File: src/design/tsvf_pkg.sv
// Shared types and constants for the trapezoidal state variable filter.
// No dependencies; imported by every module of the block.
`default_nettype none

package tsvf_pkg;

  // Parameter defaults
  localparam int SAMPLE_BITS_DEF    = 24;
  localparam int COEF_FRAC_BITS_DEF = 16;
  localparam int CHANNELS_DEF       = 2;

  // Fixed datapath widths: integrators are 32 bit, coefficients stay below 4.0
  localparam int INTEG_W = 32;
  localparam int V_W     = 37;  // multiplier data operand (ic1, v3, v1)
  localparam int ACC_W   = 40;  // v1, v2, band, output tap before saturation

  // Configuration register indexes
  localparam int REG_IDX_W = 3;
  localparam logic [REG_IDX_W-1:0] REG_FILTER_TYPE = 3'd0;
  localparam logic [REG_IDX_W-1:0] REG_DAMPING_K   = 3'd1;
  localparam logic [REG_IDX_W-1:0] REG_A1_LEFT     = 3'd2;
  localparam int                   REG_CH_STRIDE   = 3;   // a1, a2, a3 per channel

  // Output tap codes; the unused code selects high-pass
  localparam int FT_W = 2;
  localparam logic [FT_W-1:0] FT_LOWPASS  = 2'd0;
  localparam logic [FT_W-1:0] FT_BANDPASS = 2'd1;
  localparam logic [FT_W-1:0] FT_HIGHPASS = 2'd2;

  // Datapath step codes
  localparam int STEP_W = 3;
  localparam logic [STEP_W-1:0] STEP_IDLE = 3'd0;
  localparam logic [STEP_W-1:0] STEP_LOAD = 3'd1;
  localparam logic [STEP_W-1:0] STEP_M0   = 3'd2;
  localparam logic [STEP_W-1:0] STEP_M1   = 3'd3;
  localparam logic [STEP_W-1:0] STEP_M2   = 3'd4;
  localparam logic [STEP_W-1:0] STEP_M3   = 3'd5;
  localparam logic [STEP_W-1:0] STEP_M4   = 3'd6;
  localparam logic [STEP_W-1:0] STEP_UPD  = 3'd7;

  // Controller to datapath command
  typedef struct packed {
    logic              capture;   // take sample and channel from the input port
    logic [STEP_W-1:0] step;      // datapath operation this cycle
    logic              out_load;  // load the output register
  } cmd_t;

endpackage

`default_nettype wire

File: src/design/tsvf_cfg.sv
// Configuration register file of the state variable filter.
// Depends on tsvf_pkg.
`default_nettype none

module tsvf_cfg #(
  parameter int COEF_FRAC_BITS = tsvf_pkg::COEF_FRAC_BITS_DEF,
  parameter int CHANNELS       = tsvf_pkg::CHANNELS_DEF
) (
  input  wire logic                                 clk,
  input  wire logic                                 rst_n,
  input  wire logic                                 cfg_valid,
  output logic                                      cfg_ready,
  input  wire logic [tsvf_pkg::REG_IDX_W-1:0]       cfg_index,
  input  wire logic [COEF_FRAC_BITS+1:0]            cfg_data,
  output logic [tsvf_pkg::FT_W-1:0]                 filter_type,
  output logic [COEF_FRAC_BITS+1:0]                 damping_k,
  output logic [COEF_FRAC_BITS+1:0]                 coef_a1 [CHANNELS],
  output logic [COEF_FRAC_BITS+1:0]                 coef_a2 [CHANNELS],
  output logic [COEF_FRAC_BITS+1:0]                 coef_a3 [CHANNELS]
);
  import tsvf_pkg::*;

  localparam int COEF_BITS = COEF_FRAC_BITS + 2;
  localparam logic [COEF_BITS-1:0] COEF_ONE = COEF_BITS'(1) << COEF_FRAC_BITS;

  logic [FT_W-1:0]      filter_type_r;
  logic [COEF_BITS-1:0] damping_k_r;
  logic [COEF_BITS-1:0] coef_a1_r [CHANNELS];
  logic [COEF_BITS-1:0] coef_a2_r [CHANNELS];
  logic [COEF_BITS-1:0] coef_a3_r [CHANNELS];
  logic                 wr;

  assign cfg_ready = 1'b1;
  assign wr        = cfg_valid & cfg_ready;

  always_ff @(posedge clk) begin
    if (!rst_n) begin
      filter_type_r <= FT_LOWPASS;
      damping_k_r   <= COEF_ONE;
      for (int c = 0; c < CHANNELS; c++) begin
        coef_a1_r[c] <= COEF_ONE;
        coef_a2_r[c] <= '0;
        coef_a3_r[c] <= '0;
      end
    end else if (wr) begin
      if (cfg_index == REG_FILTER_TYPE) filter_type_r <= cfg_data[FT_W-1:0];
      if (cfg_index == REG_DAMPING_K)   damping_k_r   <= cfg_data;
      for (int c = 0; c < CHANNELS; c++) begin
        if (cfg_index == REG_IDX_W'(REG_A1_LEFT + REG_CH_STRIDE * c))
          coef_a1_r[c] <= cfg_data;
        if (cfg_index == REG_IDX_W'(REG_A1_LEFT + REG_CH_STRIDE * c + 1))
          coef_a2_r[c] <= cfg_data;
        if (cfg_index == REG_IDX_W'(REG_A1_LEFT + REG_CH_STRIDE * c + 2))
          coef_a3_r[c] <= cfg_data;
      end
    end
  end

  assign filter_type = filter_type_r;
  assign damping_k   = damping_k_r;
  assign coef_a1     = coef_a1_r;
  assign coef_a2     = coef_a2_r;
  assign coef_a3     = coef_a3_r;

endmodule

`default_nettype wire

File: src/design/tsvf_ctrl.sv
// Sequencing controller of the state variable filter: steps one item through
// load, five shared-multiplier passes, state update and output. Uses tsvf_pkg.
`default_nettype none

module tsvf_ctrl (
  input  wire logic       clk,
  input  wire logic       rst_n,
  input  wire logic       in_tvalid,
  output logic            in_tready,
  output logic            out_tvalid,
  input  wire logic       out_tready,
  output tsvf_pkg::cmd_t  cmd
);
  import tsvf_pkg::*;

  localparam int ST_W = 4;
  localparam logic [ST_W-1:0] S_IDLE = 4'd0;
  localparam logic [ST_W-1:0] S_LOAD = 4'd1;
  localparam logic [ST_W-1:0] S_M0   = 4'd2;
  localparam logic [ST_W-1:0] S_M1   = 4'd3;
  localparam logic [ST_W-1:0] S_M2   = 4'd4;
  localparam logic [ST_W-1:0] S_M3   = 4'd5;
  localparam logic [ST_W-1:0] S_M4   = 4'd6;
  localparam logic [ST_W-1:0] S_UPD  = 4'd7;
  localparam logic [ST_W-1:0] S_FIN  = 4'd8;

  logic [ST_W-1:0] state_r, state_nxt;
  logic            out_valid_r, out_valid_nxt;
  logic            out_free;
  logic            accept;

  assign out_free  = ~out_valid_r | out_tready;
  assign in_tready = (state_r == S_IDLE) | ((state_r == S_FIN) & out_free);
  assign accept    = in_tvalid & in_tready;

  always_comb begin
    state_nxt     = state_r;
    cmd.capture   = accept;
    cmd.step      = STEP_IDLE;
    cmd.out_load  = 1'b0;
    out_valid_nxt = out_valid_r & ~out_tready;
    unique case (state_r)
      S_IDLE: if (accept) state_nxt = S_LOAD;
      S_LOAD: begin cmd.step = STEP_LOAD; state_nxt = S_M0;  end
      S_M0:   begin cmd.step = STEP_M0;   state_nxt = S_M1;  end
      S_M1:   begin cmd.step = STEP_M1;   state_nxt = S_M2;  end
      S_M2:   begin cmd.step = STEP_M2;   state_nxt = S_M3;  end
      S_M3:   begin cmd.step = STEP_M3;   state_nxt = S_M4;  end
      S_M4:   begin cmd.step = STEP_M4;   state_nxt = S_UPD; end
      S_UPD:  begin cmd.step = STEP_UPD;  state_nxt = S_FIN; end
      S_FIN: begin
        if (out_free) begin
          cmd.out_load  = 1'b1;
          out_valid_nxt = 1'b1;
          state_nxt     = accept ? S_LOAD : S_IDLE;
        end
      end
      default: state_nxt = S_IDLE;
    endcase
  end

  always_ff @(posedge clk) begin
    if (!rst_n) begin
      state_r     <= S_IDLE;
      out_valid_r <= 1'b0;
    end else begin
      state_r     <= state_nxt;
      out_valid_r <= out_valid_nxt;
    end
  end

  assign out_tvalid = out_valid_r;

endmodule

`default_nettype wire

File: src/design/tsvf_dp.sv
// Datapath of the state variable filter: integrator state, one shared
// coefficient multiplier with rounding, accumulators and output register.
// Depends on tsvf_pkg; driven by commands from tsvf_ctrl.
`default_nettype none

module tsvf_dp #(
  parameter int SAMPLE_BITS    = tsvf_pkg::SAMPLE_BITS_DEF,
  parameter int COEF_FRAC_BITS = tsvf_pkg::COEF_FRAC_BITS_DEF,
  parameter int CHANNELS       = tsvf_pkg::CHANNELS_DEF
) (
  input  wire logic                           clk,
  input  wire logic                           rst_n,
  input  wire tsvf_pkg::cmd_t                 cmd,
  input  wire logic [SAMPLE_BITS-1:0]         sample_in,
  input  wire logic                           channel,
  input  wire logic [tsvf_pkg::FT_W-1:0]      filter_type,
  input  wire logic [COEF_FRAC_BITS+1:0]      damping_k,
  input  wire logic [COEF_FRAC_BITS+1:0]      coef_a1 [CHANNELS],
  input  wire logic [COEF_FRAC_BITS+1:0]      coef_a2 [CHANNELS],
  input  wire logic [COEF_FRAC_BITS+1:0]      coef_a3 [CHANNELS],
  output logic [SAMPLE_BITS-1:0]              sample_out,
  output logic                                out_channel,
  output logic                                clipped
);
  import tsvf_pkg::*;

  localparam int COEF_BITS = COEF_FRAC_BITS + 2;
  localparam int P_W       = COEF_BITS + 1 + V_W;
  localparam logic signed [P_W:0] RND_HALF = (P_W + 1)'(1) << (COEF_FRAC_BITS - 1);
  localparam logic signed [ACC_W-1:0] I_MAX = ACC_W'({1'b0, {(INTEG_W - 1){1'b1}}});
  localparam logic signed [ACC_W-1:0] I_MIN = -I_MAX - 1;
  localparam logic signed [ACC_W-1:0] S_MAX = ACC_W'({1'b0, {(SAMPLE_BITS - 1){1'b1}}});
  localparam logic signed [ACC_W-1:0] S_MIN = -S_MAX - 1;

  // item registers
  logic signed [SAMPLE_BITS-1:0] x_r;
  logic                          chan_bit_r;
  logic signed [INTEG_W-1:0]     ic1_r, ic2_r;
  logic signed [V_W-1:0]         v3_r;
  logic signed [P_W-1:0]         prod_r;
  logic signed [ACC_W-1:0]       v1_r, v2_r, band_r;
  logic                          clip_r;
  // per-channel state
  logic signed [INTEG_W-1:0]     integ1_r [CHANNELS];
  logic signed [INTEG_W-1:0]     integ2_r [CHANNELS];
  // output register
  logic [SAMPLE_BITS-1:0]        sample_out_r;
  logic                          out_chan_r, out_clip_r;

  logic                          ch;
  logic [COEF_BITS-1:0]          mul_c;
  logic signed [V_W-1:0]         mul_v;
  logic signed [P_W-1:0]         prod_nxt;
  logic signed [P_W:0]           psum, pshift;
  logic signed [ACC_W-1:0]       rnd;
  logic signed [ACC_W-1:0]       t1, t2, s1, s2;
  logic                          hit1, hit2;
  logic signed [ACC_W-1:0]       x_ext, y_raw, y_sat;
  logic                          y_hit;

  // a single-channel build maps the right channel onto the left state
  assign ch = (CHANNELS > 1) ? chan_bit_r : 1'b0;

  // multiplier operand select
  always_comb begin
    mul_c = '0;
    mul_v = '0;
    unique case (cmd.step)
      STEP_M0: begin mul_c = coef_a1[ch]; mul_v = V_W'(ic1_r); end
      STEP_M1: begin mul_c = coef_a2[ch]; mul_v = v3_r;        end
      STEP_M2: begin mul_c = coef_a2[ch]; mul_v = V_W'(ic1_r); end
      STEP_M3: begin mul_c = coef_a3[ch]; mul_v = v3_r;        end
      STEP_M4: begin mul_c = damping_k;   mul_v = v1_r[V_W-1:0]; end
      default: ;
    endcase
  end

  assign prod_nxt = $signed({1'b0, mul_c}) * mul_v;

  // round half up to the sample scale
  assign psum   = $signed({prod_r[P_W-1], prod_r}) + RND_HALF;
  assign pshift = psum >>> COEF_FRAC_BITS;
  assign rnd    = pshift[ACC_W-1:0];

  // integrator updates
  always_comb begin
    t1   = (v1_r <<< 1) - ACC_W'(ic1_r);
    t2   = (v2_r <<< 1) - ACC_W'(ic2_r);
    hit1 = (t1 > I_MAX) | (t1 < I_MIN);
    hit2 = (t2 > I_MAX) | (t2 < I_MIN);
    s1   = (t1 > I_MAX) ? I_MAX : ((t1 < I_MIN) ? I_MIN : t1);
    s2   = (t2 > I_MAX) ? I_MAX : ((t2 < I_MIN) ? I_MIN : t2);
  end

  // output tap
  always_comb begin
    x_ext = ACC_W'(x_r);
    unique case (filter_type)
      FT_LOWPASS:  y_raw = v2_r;
      FT_BANDPASS: y_raw = band_r;
      default:     y_raw = x_ext - band_r - v2_r;
    endcase
    y_hit = (y_raw > S_MAX) | (y_raw < S_MIN);
    y_sat = (y_raw > S_MAX) ? S_MAX : ((y_raw < S_MIN) ? S_MIN : y_raw);
  end

  always_ff @(posedge clk) begin
    prod_r <= prod_nxt;
    if (cmd.capture) begin
      x_r        <= $signed(sample_in);
      chan_bit_r <= channel;
    end
    unique case (cmd.step)
      STEP_LOAD: begin
        ic1_r  <= integ1_r[ch];
        ic2_r  <= integ2_r[ch];
        v3_r   <= V_W'(x_r) - V_W'(integ2_r[ch]);
        clip_r <= 1'b0;
      end
      STEP_M1:  v1_r   <= rnd;
      STEP_M2:  v1_r   <= v1_r + rnd;
      STEP_M3:  v2_r   <= ACC_W'(ic2_r) + rnd;
      STEP_M4:  v2_r   <= v2_r + rnd;
      STEP_UPD: begin
        band_r <= rnd;
        clip_r <= hit1 | hit2;
      end
      default: ;
    endcase
    if (cmd.out_load) begin
      sample_out_r <= y_sat[SAMPLE_BITS-1:0];
      out_chan_r   <= chan_bit_r;
      out_clip_r   <= clip_r | y_hit;
    end
  end

  // integrator state, cleared at reset
  always_ff @(posedge clk) begin
    if (!rst_n) begin
      for (int c = 0; c < CHANNELS; c++) begin
        integ1_r[c] <= '0;
        integ2_r[c] <= '0;
      end
    end else if (cmd.step == STEP_UPD) begin
      integ1_r[ch] <= s1[INTEG_W-1:0];
      integ2_r[ch] <= s2[INTEG_W-1:0];
    end
  end

  assign sample_out  = sample_out_r;
  assign out_channel = out_chan_r;
  assign clipped     = out_clip_r;

endmodule

`default_nettype wire

File: src/design/tpt_state_variable_filter.sv
// Two-channel trapezoidal state variable filter, top level.
// Channels:
//   in_*   stream input; tdata = sample_in (signed), tuser = channel.
//   out_*  stream output; tdata = sample_out (signed), tuser = {clipped, out_channel}.
//   cfg_*  register writes: index 0 filter type, 1 damping k, 2..4 left a1..a3,
//          5..7 right a1..a3; coefficients unsigned Q2.COEF_FRAC_BITS.
// Timing: an item is taken, then runs load, five passes through one shared
//   coefficient multiplier, an integrator update and an output step. The next
//   item is taken in the cycle the previous result is written, so the block takes
//   no new item before the last one is through, since the five products share
//   that multiplier.
// The output register decouples the two sides: a new item is taken and
//   processed while the previous result still waits. If the receiver stalls,
//   the finished item holds in the last step until the output register frees.
// Reset (rst_n low, synchronous): integrators of both channels go to zero,
//   registers to their defaults (low-pass, k = a1 = 1.0, a2 = a3 = 0), and the
//   output channel empties. No clearing pass is needed.
// Depends on tsvf_pkg, tsvf_cfg, tsvf_ctrl, tsvf_dp.
`default_nettype none

module tpt_state_variable_filter #(
  parameter int SAMPLE_BITS    = tsvf_pkg::SAMPLE_BITS_DEF,
  parameter int COEF_FRAC_BITS = tsvf_pkg::COEF_FRAC_BITS_DEF,
  parameter int CHANNELS       = tsvf_pkg::CHANNELS_DEF
) (
  input  wire logic                                 clk,
  input  wire logic                                 rst_n,
  // input item
  input  wire logic                                 in_tvalid,
  output logic                                      in_tready,
  input  wire logic [((SAMPLE_BITS + 7) / 8) * 8 - 1:0] in_tdata,  // [0+] sample_in
  input  wire logic                                 in_tuser,   // [0] channel
  // result item
  output logic                                      out_tvalid,
  input  wire logic                                 out_tready,
  output logic [((SAMPLE_BITS + 7) / 8) * 8 - 1:0]  out_tdata,  // [0+] sample_out
  output logic [1:0]                                out_tuser,  // [0] out_channel, [1] clipped
  // configuration writes
  input  wire logic                                 cfg_valid,
  output logic                                      cfg_ready,
  input  wire logic [tsvf_pkg::REG_IDX_W-1:0]       cfg_index,
  input  wire logic [COEF_FRAC_BITS+1:0]            cfg_data
);
  import tsvf_pkg::*;

  localparam int TDATA_W   = ((SAMPLE_BITS + 7) / 8) * 8;
  localparam int COEF_BITS = COEF_FRAC_BITS + 2;

  cmd_t                   cmd;
  logic [FT_W-1:0]        filter_type;
  logic [COEF_BITS-1:0]   damping_k;
  logic [COEF_BITS-1:0]   coef_a1 [CHANNELS];
  logic [COEF_BITS-1:0]   coef_a2 [CHANNELS];
  logic [COEF_BITS-1:0]   coef_a3 [CHANNELS];
  logic [SAMPLE_BITS-1:0] sample_out;
  logic                   out_channel;
  logic                   clipped;

  tsvf_cfg #(
    .COEF_FRAC_BITS (COEF_FRAC_BITS),
    .CHANNELS       (CHANNELS)
  ) u_cfg (
    .clk         (clk),
    .rst_n       (rst_n),
    .cfg_valid   (cfg_valid),
    .cfg_ready   (cfg_ready),
    .cfg_index   (cfg_index),
    .cfg_data    (cfg_data),
    .filter_type (filter_type),
    .damping_k   (damping_k),
    .coef_a1     (coef_a1),
    .coef_a2     (coef_a2),
    .coef_a3     (coef_a3)
  );

  tsvf_ctrl u_ctrl (
    .clk        (clk),
    .rst_n      (rst_n),
    .in_tvalid  (in_tvalid),
    .in_tready  (in_tready),
    .out_tvalid (out_tvalid),
    .out_tready (out_tready),
    .cmd        (cmd)
  );

  tsvf_dp #(
    .SAMPLE_BITS    (SAMPLE_BITS),
    .COEF_FRAC_BITS (COEF_FRAC_BITS),
    .CHANNELS       (CHANNELS)
  ) u_dp (
    .clk         (clk),
    .rst_n       (rst_n),
    .cmd         (cmd),
    .sample_in   (in_tdata[SAMPLE_BITS-1:0]),
    .channel     (in_tuser),
    .filter_type (filter_type),
    .damping_k   (damping_k),
    .coef_a1     (coef_a1),
    .coef_a2     (coef_a2),
    .coef_a3     (coef_a3),
    .sample_out  (sample_out),
    .out_channel (out_channel),
    .clipped     (clipped)
  );

  // pad the sample up to whole bytes with zeros
  assign out_tdata = TDATA_W'(sample_out);
  assign out_tuser = {clipped, out_channel};

`ifndef SYNTHESIS
  // a freshly written result is presented next cycle
  a_load_shows: assert property (@(posedge clk) disable iff (!rst_n)
    cmd.out_load |=> out_tvalid)
    else $error("output register loaded but result not presented");

  // never overwrite a result that is still waiting
  a_no_overwrite: assert property (@(posedge clk) disable iff (!rst_n)
    cmd.out_load |-> (!out_tvalid || out_tready))
    else $error("pending result overwritten");

  // one item at a time: after acceptance the input side closes
  a_busy_after_accept: assert property (@(posedge clk) disable iff (!rst_n)
    (in_tvalid && in_tready) |=> !in_tready)
    else $error("input accepted while an item is in progress");

  // datapath captures exactly on acceptance
  a_capture: assert property (@(posedge clk) disable iff (!rst_n)
    cmd.capture == (in_tvalid && in_tready))
    else $error("sample capture out of step with input handshake");
`endif

endmodule

`default_nettype wire

File: config.mk
export PLATFORM = sky130hd
export DESIGN_NAME = tpt_state_variable_filter
export DESIGN_NICKNAME = d
export VERILOG_FILES = /design/src/design/tsvf_pkg.sv /design/src/design/tsvf_cfg.sv /design/src/design/tsvf_ctrl.sv /design/src/design/tsvf_dp.sv /design/src/design/tpt_state_variable_filter.sv
export SDC_FILE = /design/constraint.sdc
export NUM_CORES = 2
export LEC_CHECK = 0
export BUFFER_PORTS_ARGS = -buffer_cell sky130_fd_sc_hd__buf_2
export CORE_ASPECT_RATIO = 0.8
export CORE_UTILIZATION = 53
export DETAILED_ROUTE_END_ITERATION = 16
export GPL_TIMING_DRIVEN = 0
export PLACE_DENSITY = 0.69
export SLEW_MARGIN = 30
export SYNTH_ARGS = -nofsm -noshare
export SYNTH_HDL_FRONTEND = slang
export SYNTH_SLANG_ARGS = --single-unit
File: constraint.sdc
create_clock -name clk -period 16.1 [get_ports clk]
set_input_delay 2.415 -clock clk [delete_from_list [all_inputs] [get_ports clk]]
set_output_delay 2.415 -clock clk [all_outputs]
set_load 0.03 [all_outputs]
# == Word-level counts from Yosys, hierarchy flattened ==
# Memories as Yosys holds them, arrays and structs flattened. A register that Yosys moved wholly into a read port is not among the register bits.
# Cells that the tools add are included.
# word_totals
ram_bits,128
elab_cells,139
out_inout_bits,29
latch_bits,0
regBits,430
in_bits,51
rom_bits,0
memories,2
# mem_list
memory,depth,word_bits,rd,rd_ports_with_merged_regs,write_ports,line_no,source
u_dp.integ1_r,2,32,1,1,2,tsvf_dp.sv:44,logic signed [INTEG_W-1:0] integ1_r [CHANNELS];
u_dp.integ2_r,2,32,1,1,2,tsvf_dp.sv:45,logic signed [INTEG_W-1:0] integ2_r [CHANNELS];
# classes
eq_ne,25
n_reduce_logical,20
n_div,0
n_mul,1
bitwise,13
addsub,9
muxes,40
n_shift,0
order_cmp,7
# ops
operator,count
$pmux W40 S2,3
$mux W32,6
$mux W18,9
$pmux W37 S3,1
$add A40 B40 Y40,2
$gt A40 B32 Y1 const B,2
$lt A40 B32 Y1 const B,2
$sub A40 B32 Y40,2
$pmux W18 S4,1
$reduce_or A32 Y1,2
$add A56 B17 Y56 const B,1
$mul A19 B37 Y56,1
$add A32 B40 Y40,1
$gt A40 B24 Y1 const B,1
$lt A40 B24 Y1 const B,1
$sub A24 B40 Y40,1
$sub A40 B40 Y40,1
$pmux W4 S9,1
$sub A24 B32 Y33,1
$eq A3 B3 Y1 const B,8
$mux W24,1
$pmux W3 S7,1
$reduce_and A2 Y1,9
$eq A4 B3 Y1 const B,4
20 further kinds,53

# == Depth between registers and ports, before layout ==
# logic_depth
ltp_word,8
mapped_depth,35
ltp_nobuf,31

# == Hierarchy ==
# A second synthesis with hierarchy kept.
# hier_totals
cells_unflattened,6353
area_unflattened_um2,59123.0
# by_module_without_submodules
mod,area_each_um2,seq_area_each_um2,instances,cells_per_inst
tsvf_dp,54144.4,12732.2,1,5879
tsvf_cfg,4698.3,2562.5,1,443
tsvf_ctrl,265.3,100.1,1,29
tpt_state_variable_filter,15.0,0.0,1,2

# == Worst setup path after synthesis ==
# No wires, ideal clock.
# synth_timing
path_kind,register -> register
from,register u_ctrl.state_r[1]
to,register u_dp.prod_r[55]
n_path_buf,3
arrival_time_ps,8829
path_slack_ps,7148
stages_incl_launch_ff,33
t_required_ps,15977
synth_period_minus_slack_ps,8952
path_cell_list,dfxtp_1 -> clkbuf_1 -> or3b_1 -> a21oi_2 -> clkbuf_1 -> a22oi_1 -> o21ai_1 -> clkbuf_1 -> nand2_1 -> fa_1 -> inv_1 -> fa_1 -> inv_1 -> fa_1 -> inv_1 -> fa_1 -> fa_1 -> inv_1 -> fa_1 -> inv_1 -> ha_1 -> nand2_1 -> a21oi_1 -> a221oi_1 -> nand3b_1 -> o21ai_2 -> o21a_1 -> a31oi_1 -> a22o_1 -> o31a_1 -> a21o_1 -> a221oi_2 -> xnor2_1
# synth_via
elab_chain_len,6
word_cells_on_any_way,19
# synth_lines
element,line_no,source
from (decl),tsvf_ctrl.sv:27,"logic [ST_W-1:0] state_r, state_nxt;"
from (signal assigned),tsvf_ctrl.sv:67,state_r <= state_nxt;
$eq A4 B3 Y1 (tied with other cells),tsvf_ctrl.sv:42,unique case (state_r)
$pmux W3 S7 *,tsvf_ctrl.sv:42,
$eq A3 B2 Y1 or $eq A3 B3 Y1 (tied branches),tsvf_dp.sv:68,unique case (cmd.step)
$reduce_or A2 Y1 (no line),--,
$pmux W18 S4 or $pmux W37 S3 (tied branches),tsvf_dp.sv:68,
$mul A19 B37 Y56 *,tsvf_dp.sv:78,"assign prod_nxt = $signed({1'b0, mul_c}) * mul_v;"
named net u_dp.prod_nxt[55],tsvf_dp.sv:53,logic signed [P_W-1:0] prod_nxt;
to (signal assigned),tsvf_dp.sv:108,prod_r <= prod_nxt;
to (decl),tsvf_dp.sv:40,logic signed [P_W-1:0] prod_r;
# Mark *: on every way through the listed nets, which the timed path passes. The rest lies on a longest branch.
# A chain may end at the register's enable or synchronous reset.

# == Worst setup path in the final report ==
# layout_timing
from,register u_ctrl.state_r[0]
to,register u_dp.prod_r[49]
# Same word-level chain as after synthesis.

==> flow_metrics.env <==
export IMPL_tns_ns=0
export IMPL_syn_nets=7500
export IMPL_yosys_area_share_simple_pct=13.6
export IMPL_crit_top_cell="fa_1"
export IMPL_async_flop_share_pct=0
export IMPL_synth_top_cells_by_area="fa_1 23%, edfxtp_1 20%, ha_1 7.7%"
export IMPL_yosys_area_share_adder_pct=30.9
export IMPL_drc=0
export IMPL_die_height_um=300
export IMPL_status="complete, no violations"
export IMPL_cts_resized=0
export IMPL_start_util_pct=53.8
export IMPL_p_int_mw=3.59
export IMPL_min_delay_start="u_cfg.coef_a2[27]"
export IMPL_worst_slew_pin_slew_ns=1.12
export IMPL_p_seq_share_pct=30.9
export IMPL_synth_edff_count=396
export IMPL_fmax_mhz=85.2
export IMPL_grt_setup_unrepaired="no"
export IMPL_dp_hpwl_mm=153
export IMPL_setup_violations=0
export IMPL_regToRegSetupSlack_ns=4.36
export IMPL_grt_pass1_wl_mm=286
export IMPL_cap_violations=0
export IMPL_cp_num_buf_inv=9
export IMPL_syn2layout_area_growth_pct=9.17
export IMPL_synth_top_family_by_area="adder cells"
export IMPL_placed_cell_area_um2=61600
export IMPL_path_clk_slew_ns=0.06
export IMPL_cts_hold_buf=0
export IMPL_worstPathArrival_ns=12.30
export IMPL_wl_per_cell_um=23.2
export IMPL_design_area_um2=64000
export IMPL_yosysWarnings=0
export IMPL_cts_buffer_depth=3
export IMPL_ir_drop_mv=0.0836
export IMPL_grt_ovfl_total=0
export IMPL_numClockSinks=571
export IMPL_via_count=47900
export IMPL_synth_xor_area_share_pct=4.22
export IMPL_clkLatencyLatePin_ns=0.68
export IMPL_ff2ff_path_depth=33
export IMPL_cp_max_fo=10
export IMPL_fin_nets=7677
export IMPL_cp_end_kind="register"
export IMPL_slew_violations=0
export IMPL_routabilityCongestion=0.992
export IMPL_synth_top_area_cell="fa_1"
export IMPL_fin_crit_sh_pct=72.9
export IMPL_worstReg2RegEnd="u_dp.prod_r[49]"
export IMPL_syn_area_um2=58700
export IMPL_hold_depth=2
export IMPL_ios=80
export IMPL_coreArea_um2=109000
export IMPL_num_rows=108
export IMPL_cp_start_kind="register"
export IMPL_worstPathRequired_ns=16.66
export IMPL_worstHoldEndpoint="u_cfg.coef_a2[27]"
export IMPL_antenna_found_initial=5
export IMPL_cp_num_cells=33
export IMPL_p_per_area_nw_per_um2=92.5
export IMPL_synth_top_area_share_pct=23.2
export IMPL_synth_seq_cells=571
export IMPL_sw_frac_of_total_pct=39.3
export IMPL_synth_area_mux_share_pct=2.81
export IMPL_power_mw=5.92
export IMPL_drt_pass1_iterations=6
export IMPL_die_w_um=374
export IMPL_grtUsageTotal_pct=33.7
export IMPL_drt_initial_drc_count=5227
export IMPL_p_leak_nw=28.9
export IMPL_vias_per_cell=5.93
export IMPL_p_comb_share_pct=40.7
export IMPL_ys_types=100
export IMPL_root_buffer="clkbuf_16"
export IMPL_timing_rr_start="u_ctrl.state_r[0]"
export IMPL_setup_worst_path_class="reg2reg"
export IMPL_critPathMaxStageDelay_ns=0.85
export IMPL_finalHoldViolCount=0
export IMPL_synth_avg_cell_area_um2=9.15
export IMPL_yosysSeqAreaShare_pct=26.2
export IMPL_port_buffers=72
export IMPL_wl_mm=187
export IMPL_crit_slowest_cell="buf_1"
export IMPL_synthCells=6409
export IMPL_htreeDepth=3
export IMPL_fin_crit_ns=11.74
export IMPL_fp_dieArea_um2=112000
export IMPL_cts_tree="done"
export IMPL_synthFlopType="edfxtp_1"
export IMPL_p_sw_mw=2.33
export IMPL_drive_gt1_share_pct=6.64
export IMPL_grt_pass1_vias=46610
export IMPL_cts_buffers=67
export IMPL_clkPwrFrac_pct=28.4
export IMPL_cts_setup_buffers=0
export IMPL_slew_headroom_pct=24.9
export IMPL_cpLargestDelayFamily="compound AO/OA/AOI/OAI gates"
export IMPL_synth_compound_area_share_pct=14.1
export IMPL_drtAntennaViolNets=0
export IMPL_min_path_type="reg2reg"
export IMPL_finClkSkew_ns=0.0403
export IMPL_grt_max_degree=41
==> cell type report <==
cell class	instances	area [um^2]
fillers	9503	45000
flip-flops and latches	571	15400
clock buffers	85	1820
multi-input cells	4585	38900
plain buffers	243	1010
clock inverters	38	581
inverters	1010	3790
repair buffers	108	785
diodes	3	7.51
well taps	1430	1790
==> kinds of logic after synthesis <==
family / Yosys count
adder cells (fa/ha/maj): 1040
buffers and inverters: 1253
multiplexers: 157
XOR/XNOR: 283
AND/OR/NAND/NOR: 1833
other: 1
flip-flops: 571
AO/OA/AOI/OAI: 1271
==> cells in the mapped netlist (all sizes together), types with 17 or more instances <==
master,instances
inv,1009
nand2,817
fa,680
nor2,577
edfxtp,396
ha,360
o21ai,349
a21oi,311
clkbuf,203
dfxtp,175
xnor2,172
a21o,141
a21boi,132
xor2,111
mux2i,97
nand2b,71
nand3,71
o21a,61
mux2,60
nor2b,53
a221oi,47
and3,43
nor3,43
nand4,41
buf,40
and2,32
a31oi,29
o21bai,27
o22ai,19
or2,18
or3,17
==> state kept, by name, summed over array words and instances, names as in the netlist, 2 cells and up, named ones only <==
register           flops
u_dp.integ1_r         64
u_dp.integ2_r         64
u_dp.prod_r           41
u_dp.band_r           40
u_dp.v2_r             40
u_dp.v1_r             39
u_cfg.coef_a1         36
u_cfg.coef_a2         36
u_cfg.coef_a3         36
u_dp.v3_r             33
u_dp.ic1_r            32
u_dp.ic2_r            32
u_dp.sample_out       24
u_dp.x_r              24
u_cfg.damping_k       18
u_ctrl.state_r         4
u_cfg.filter_type      2
==> layer usage <==
layer	vias up	global-route usage [%]	part of all wire [%]
met4	4	9.84	3.1
met5	-	0.503	0.037
met3	267	10.4	13
met2	2447	46.5	40
li1	21485	-	-
met1	23697	50.5	44
==> power groups by stage <==
stage	logic (mW)	clock network [mW]	registers, mW
4_1_cts	2.36	1.70	1.83
6_report	2.41	1.68	1.83
3_3_place_gp	2.27	0	1.87
3_5_place_dp	2.33	0	1.86
2_1_floorplan	1.65	0	1.83
5_1_grt	2.63	1.75	1.84
==> stage by stage <==
step                cells  setup WS, ns  hold WS [ns]  utilization [%]
floorplan            6409          7.15         0.424                -
global placement     7911          2.46         0.434             55.8
detailed placement   7946          4.79         0.437             56.5
CTS                  8069          4.73         0.463             58.7
global route         8070          3.81         0.478             58.7
finish               8073          4.36         0.461             58.7
==> layout by cell type (no fill, tap or decap), types with 56 or more instances in the layout <==
master / synthesis / routed
a21o_1: 140 / 140
mux2_2: 60 / 60
xnor2_1: 172 / 168
o21ai_1: 77 / 56
nor2_1: 577 / 576
edfxtp_1: 396 / 396
dfxtp_1: 175 / 175
inv_1: 1009 / 1009
a21oi_1: 307 / 304
nand2b_1: 71 / 71
clkbuf_16: 0 / 68
xor2_1: 111 / 110
mux2i_1: 97 / 97
a21boi_0: 131 / 131
o21ai_0: 245 / 245
buf_2: 16 / 89
nand2_1: 815 / 812
ha_1: 360 / 360
o21a_1: 61 / 61
nand3_1: 71 / 71
clkbuf_1: 203 / 207
fa_1: 680 / 680
==> tightest hold or removal path, stage by stage, from the launching register on <==
cell and delay (ns):
dfxtp_1 0.31, nand2_1 0.04, a21boi_0 0.06
==> worst max path at each step <==
| stage | endpoint | slack, ns | start |
|---|---|---|---|
| floorplan | u_dp.prod_r[55] | 7.15 | u_ctrl.state_r[1] |
| global placement | u_dp.clip_r | 2.46 | u_ctrl.state_r[0] |
| detailed placement | u_dp.prod_r[49] | 4.79 | u_ctrl.state_r[0] |
| CTS | u_dp.prod_r[49] | 4.73 | u_ctrl.state_r[0] |
| global route | u_dp.prod_r[49] | 3.81 | u_ctrl.state_r[0] |
| finish | u_dp.prod_r[49] | 4.36 | u_ctrl.state_r[0] |
Power figures use the tool's default switching activity.
